<file path="config.mk">
export PLATFORM = sky130hd
export DESIGN_NAME = mbe_coord
export DESIGN_NICKNAME = d
export VERILOG_FILES = /design/src/mbe_pkg.sv /design/src/mbe_coord.sv
export SDC_FILE = /design/constraint.sdc
export NUM_CORES = 1
export LEC_CHECK = 0
export BUFFER_PORTS_ARGS = -buffer_cell sky130_fd_sc_hd__buf_4
export CAP_MARGIN = 10
export CORE_ASPECT_RATIO = 1.1
export CORE_MARGIN = 3
export CORE_UTILIZATION = 55
export CTS_CLUSTER_DIAMETER = 30
export DETAILED_ROUTE_END_ITERATION = 6
export GPL_ROUTABILITY_DRIVEN = 0
export PLACE_DENSITY = 0.74
export RECOVER_POWER = 100
export SKIP_CTS_REPAIR_TIMING = 1
export SYNTH_ARGS = -nofsm -noshare
export SYNTH_HDL_FRONTEND = slang
export SYNTH_SLANG_ARGS = --single-unit
</file>
<file path="constraint.sdc">
create_clock -name clk -period 8.9 [get_ports clk]
set_input_delay 0.445 -clock clk [delete_from_list [all_inputs] [get_ports clk]]
set_output_delay 0.445 -clock clk [all_outputs]
set_load 0.005 [all_outputs]
</file>
<file path="src/mbe_pkg.sv">
`timescale 1ns / 1ps
`default_nettype none

package mbe_pkg;

  // Default build widths
  localparam int PIXEL_BITS_DEF = 10;
  localparam int FRAC_BITS_DEF  = 28;
  localparam int ITER_BITS_DEF  = 16;

  // Register reset values; origins and step are given at Q4.28 scale
  localparam longint MAX_ITER_RST = 1000;
  localparam longint ORG_RE_RST   = -805306368;  // -3.0
  localparam longint ORG_IM_RST   = -322122547;  // about -1.2
  localparam longint STEP_RST     = 2147484;     // about 0.008

  // Configuration register indexes
  typedef enum logic [1:0] {
    REG_MAX_ITER = 2'd0,
    REG_ORG_RE   = 2'd1,
    REG_ORG_IM   = 2'd2,
    REG_STEP     = 2'd3
  } cfg_reg_t;

  // Clamp a reset constant into a signed word of the given width
  function automatic longint clamp_word(longint v, int w);
    longint hi;
    longint lo;
    hi = (longint'(1) <<< (w - 1)) - 1;
    lo = -hi - 1;
    if (v > hi) return hi;
    if (v < lo) return lo;
    return v;
  endfunction

endpackage

`default_nettype wire

</file>
<file path="src/mbe_coord.sv">
`timescale 1ns / 1ps
`default_nettype none

// Pixel to complex point: product stage, then origin add stage.
module mbe_coord #(
  parameter int PIXEL_BITS = mbe_pkg::PIXEL_BITS_DEF,
  parameter int FRAC_BITS  = mbe_pkg::FRAC_BITS_DEF,
  localparam int W = FRAC_BITS + 4
) (
  input  wire                         clk,
  input  wire                         rst_n,
  input  wire                         req_vld,
  input  wire        [PIXEL_BITS-1:0] req_x,
  input  wire        [PIXEL_BITS-1:0] req_y,
  output logic                        req_hold,
  input  wire signed [W-1:0]          org_re,
  input  wire signed [W-1:0]          org_im,
  input  wire        [FRAC_BITS-1:0]  step,
  output logic                        c_vld,
  output logic signed [W-1:0]         c_re,
  output logic signed [W-1:0]         c_im,
  input  wire                         c_take
);
  import mbe_pkg::*;

  localparam int PB = PIXEL_BITS + FRAC_BITS;
  localparam int XW = PB + W;
  localparam logic [XW-1:0] PMAX = {{(XW-W+1){1'b0}}, {(W-1){1'b1}}};
  localparam logic signed [W-1:0] WMAX = {1'b0, {(W-1){1'b1}}};
  localparam logic signed [W-1:0] WMIN = {1'b1, {(W-1){1'b0}}};

  logic                  p_vld_r, q_vld_r, r_vld_r;
  logic [PIXEL_BITS-1:0] px_r, py_r;
  logic [W-2:0]          qx_r, qy_r;
  logic signed [W-1:0]   cre_r, cim_r;

  logic          r_ld, q_ld;
  logic [PB-1:0] prod_x, prod_y;
  logic [XW-1:0] ext_x, ext_y;
  logic [W-2:0]  sat_x, sat_y;
  logic [W:0]    sum_re, sum_im;
  logic signed [W-1:0] cre_nxt, cim_nxt;

  assign r_ld     = !r_vld_r || c_take;
  assign q_ld     = !q_vld_r || r_ld;
  assign req_hold = p_vld_r && !q_ld;

  always_comb begin
    prod_x = {{FRAC_BITS{1'b0}}, px_r} * {{PIXEL_BITS{1'b0}}, step};
    prod_y = {{FRAC_BITS{1'b0}}, py_r} * {{PIXEL_BITS{1'b0}}, step};
    ext_x  = {{W{1'b0}}, prod_x};
    ext_y  = {{W{1'b0}}, prod_y};
    sat_x  = (ext_x > PMAX) ? {(W-1){1'b1}} : ext_x[W-2:0];
    sat_y  = (ext_y > PMAX) ? {(W-1){1'b1}} : ext_y[W-2:0];
    sum_re = {org_re[W-1], org_re} + {2'b00, qx_r};
    sum_im = {org_im[W-1], org_im} + {2'b00, qy_r};
    if (sum_re[W] != sum_re[W-1]) cre_nxt = sum_re[W] ? WMIN : WMAX;
    else                          cre_nxt = sum_re[W-1:0];
    if (sum_im[W] != sum_im[W-1]) cim_nxt = sum_im[W] ? WMIN : WMAX;
    else                          cim_nxt = sum_im[W-1:0];
  end

  always_ff @(posedge clk) begin
    if (!rst_n) begin
      p_vld_r <= 1'b0;
      q_vld_r <= 1'b0;
      r_vld_r <= 1'b0;
    end else begin
      if (!req_hold) p_vld_r <= req_vld;
      if (q_ld) q_vld_r <= p_vld_r;
      if (r_ld) r_vld_r <= q_vld_r;
    end
  end

  always_ff @(posedge clk) begin
    if (!req_hold && req_vld) begin
      px_r <= req_x;
      py_r <= req_y;
    end
    if (q_ld) begin
      qx_r <= sat_x;
      qy_r <= sat_y;
    end
    if (r_ld) begin
      cre_r <= cre_nxt;
      cim_r <= cim_nxt;
    end
  end

  assign c_vld = r_vld_r;
  assign c_re  = cre_r;
  assign c_im  = cim_r;

endmodule

`default_nettype wire

</file>
==> flow_summary.json <==
{
  "top_usage_layer": "met2",
  "synth_cells": 2863,
  "synth.most_common_cell": "inv_1",
  "layout.nets": 3665,
  "synth-main-ff-cell": "edfxtp_1",
  "rsz0062_at_grt": "false",
  "synth_xor_area_frac": 0.0337,
  "cts_tree": "built",
  "slowest_delay_ns": 1.01,
  "die_h_um": 236,
  "hpwlAfterDp_um": 47700,
  "hp-start": "req_x[9]",
  "die_w_um": 215,
  "clock_path_buffers": 2,
  "netlist_top_cells_count": "444 x inv_1, 414 x fa_1, 411 x nand2_1",
  "drt_drc_violations_left": 0,
  "yosysSeqAreaShare": 0.168,
  "synthTopCellsByArea": "fa_1 31%, edfxtp_1 17%, ha_1 9.8%, and2_1 7.0%, inv_1 6.3%",
  "max_freq_mhz": 133,
  "cap_violations": 5,
  "die_area_mm2": 0.0508,
  "slew_headroom": -1.37,
  "violations": "capacitance limit, slew limit",
  "grt_max_degree": 63,
  "syn_avg_cell_area_um2": 9.25,
  "rows": 83,
  "grt_pass1_vias": 21300,
  "synth_compound_area_frac": 0.108,
  "clock_skew_ns": 0.0132,
  "cts_root_buf": "clkbuf_16",
  "io_buffers": 181,
  "synth_top_family_by_area": "adder cells",
  "drive_above_1_share": 0.0867,
  "final.setup.tns_ns": 0,
  "min_period_ns": 7.51,
  "cp.required_ns": 9.08,
  "use_met2": 0.426,
  "via_count": 20400,
  "htree_levels": 4,
  "crit_start": "px_r[7]$_DFFE_PP_",
  "netlist_area_mm2": 0.0265,
  "gr-total-overflow": 0,
  "placed_cells": 3543,
  "slew_viol_final": 168,
  "firstDrtPassIters": 6,
  "grt_pass1_wl_um": 104000,
  "outcome": "finished with violations",
  "min_period_over_period": 0.844,
  "ys.warnings.count": 0,
  "cp-end-kind": "flip-flop",
  "clk_latency_ns": 0.50,
  "ys_async_sr_fraction": 0,
  "dpl_worst_slack_ns": 1.77,
  "path_clk_slew_ns": 0.07,
  "fin_ws_ns": 1.39,
  "path_class": "flip-flop to flip-flop",
  "drt_iter0_drc": 1422,
  "fill_cells": 4045,
  "grt_antenna_before_repair": 2,
  "initial_utilization": 0.562,
  "crit_slowest_cell": "edfxtp_1",
  "grtUsageMet3": 0.0374,
  "ios": 182,
  "detail-route-antenna-nets": 0,
  "synth_top_area_share": 0.313,
  "area_delta_synth_final_pct": 7.39,
  "ys_ff_latch": 149,
  "diodes": 0,
  "synth-simple-area-share": 0.188,
  "rr_startpoint": "px_r[7]$_DFFE_PP_",
  "core_mm2": 0.0471,
  "cpMostUsedCell": "fa_1",
  "hold_path.class": "primary input to flip-flop",
  "synth_cell_types": 95,
  "synthMuxAreaShare": 0.00189,
  "arrival_ns": 7.69,
  "worst_pin_slew_ns": 3.56,
  "yosys.area.top_type": "fa_1",
  "grtUsageMet1": 0.329,
  "cts_buffers": 17,
  "setup.worst_path.start_class": "flip-flop",
  "crit_chain": "nand2_1 -> fa_1 -> fa_1 -> inv_1 -> fa_1 -> fa_1 -> inv_1 -> fa_1 -> inv_1 -> ha_1 -> a21oi_1 -> o21ai_0 -> a221o_1 -> a31o_2 -> a31oi_2 -> o211ai_1 -> and4_1 -> nor4_4 -> clkbuf_1 -> o21ai_0",
  "instances_no_fill": 3577,
  "finalSetupViolations": 0,
  "cts_sinks": 149,
  "synth_nets": 3601,
  "detail_route.vias_per_cell": 5.70,
  "synth_edf_count": 146,
  "routed_wl_um": 61200,
  "grt_usage": 0.249,
  "finalHoldViolCount": 0,
  "synth_fa_ha_area_frac": 0.411,
  "crit_fanout": 31,
  "wl_per_cell_um": 17.1
}
[worst max-delay path, delay by kind of cell, from the launching register on]
family                     cells  cell delay [ns]
and+or+nand+nor                3             0.66
AOI/OAI and AO/OA              7             1.72
adders and majority gates      6             2.72
DFF                            1             1.01
buffers and inverters          4             1.04
[state kept, by name, indices dropped and copies added, names as in the netlist]
register / flops
c_im: 32
c_re: 32
c_vld: 1
p_vld_r: 1
px_r: 10
py_r: 10
q_vld_r: 1
qx_r: 31
qy_r: 31
[area by class of cell]
| class | count | area (µm²) | area share |
|---|---|---|---|
| inverters | 444 | 1670 | 0.0586 |
| clock buffers | 17 | 425 | 0.0150 |
| flip-flops and latches | 149 | 4440 | 0.156 |
| clock inverters | 15 | 191 | 0.00673 |
| repair buffers | 195 | 1410 | 0.0494 |
| well taps | 637 | 797 | 0.0280 |
| multi-input cells | 2120 | 19500 | 0.686 |
[logic make-up (layout without fill, tap and decap cells)]
group,Yosys count,count (layout)
mux,5,5
xor+xnor,102,102
buf+inv,594,671
flops,149,149
simple gates,959,959
fa+ha+maj,622,622
compound gates,432,432
[layer usage]
metal	part of all wire	wire length, µm
met4	0.025	1550
met5	0.00057	35
met2	0.50	30600
met1	0.42	25800
met3	0.053	3260
[cells in the final DEF (no fill, tap or decap), types with 20 or more instances in the layout]
cell type	netlist	layout
inv_1	444	444
fa_1	414	414
nand2_1	411	410
and2_1	298	298
ha_1	208	208
edfxtp_1	146	146
a21oi_1	120	120
o21ai_0	108	108
buf_4	5	102
clkbuf_4	1	77
nand3_1	35	63
nor2_1	52	52
xor2_1	52	52
xnor2_1	50	50
a21o_1	35	35
nand2b_1	25	25
nor3_1	20	20
[worst paths after layout]
path / end / slack (ns) / depth (start not counted)
worst max-delay path: qx_r[10]$_SDFFCE_PN1P_ / 1.39 / 20
worst min-delay path: px_r[9]$_DFFE_PP_ / 0.14 / 1
worst max register to register: qx_r[10]$_SDFFCE_PN1P_ / 1.39 / 20
worst min register to register: q_vld_r$_SDFFE_PN0P_ / 0.52 / 2
[through the flow]
stage,instance area [µm²],util,hold WS [ns]
floorplan,26500,-,0.451
global placement,28100,0.595,0.468
global route,28400,0.603,0.129
CTS,28700,0.608,0.0909
detailed placement,28100,0.595,0.517
finish,28400,0.603,0.144
Power is left out: the tool's default activity adds up to more than one toggle a clock period on the data nets, which glitch-free logic cannot reach.
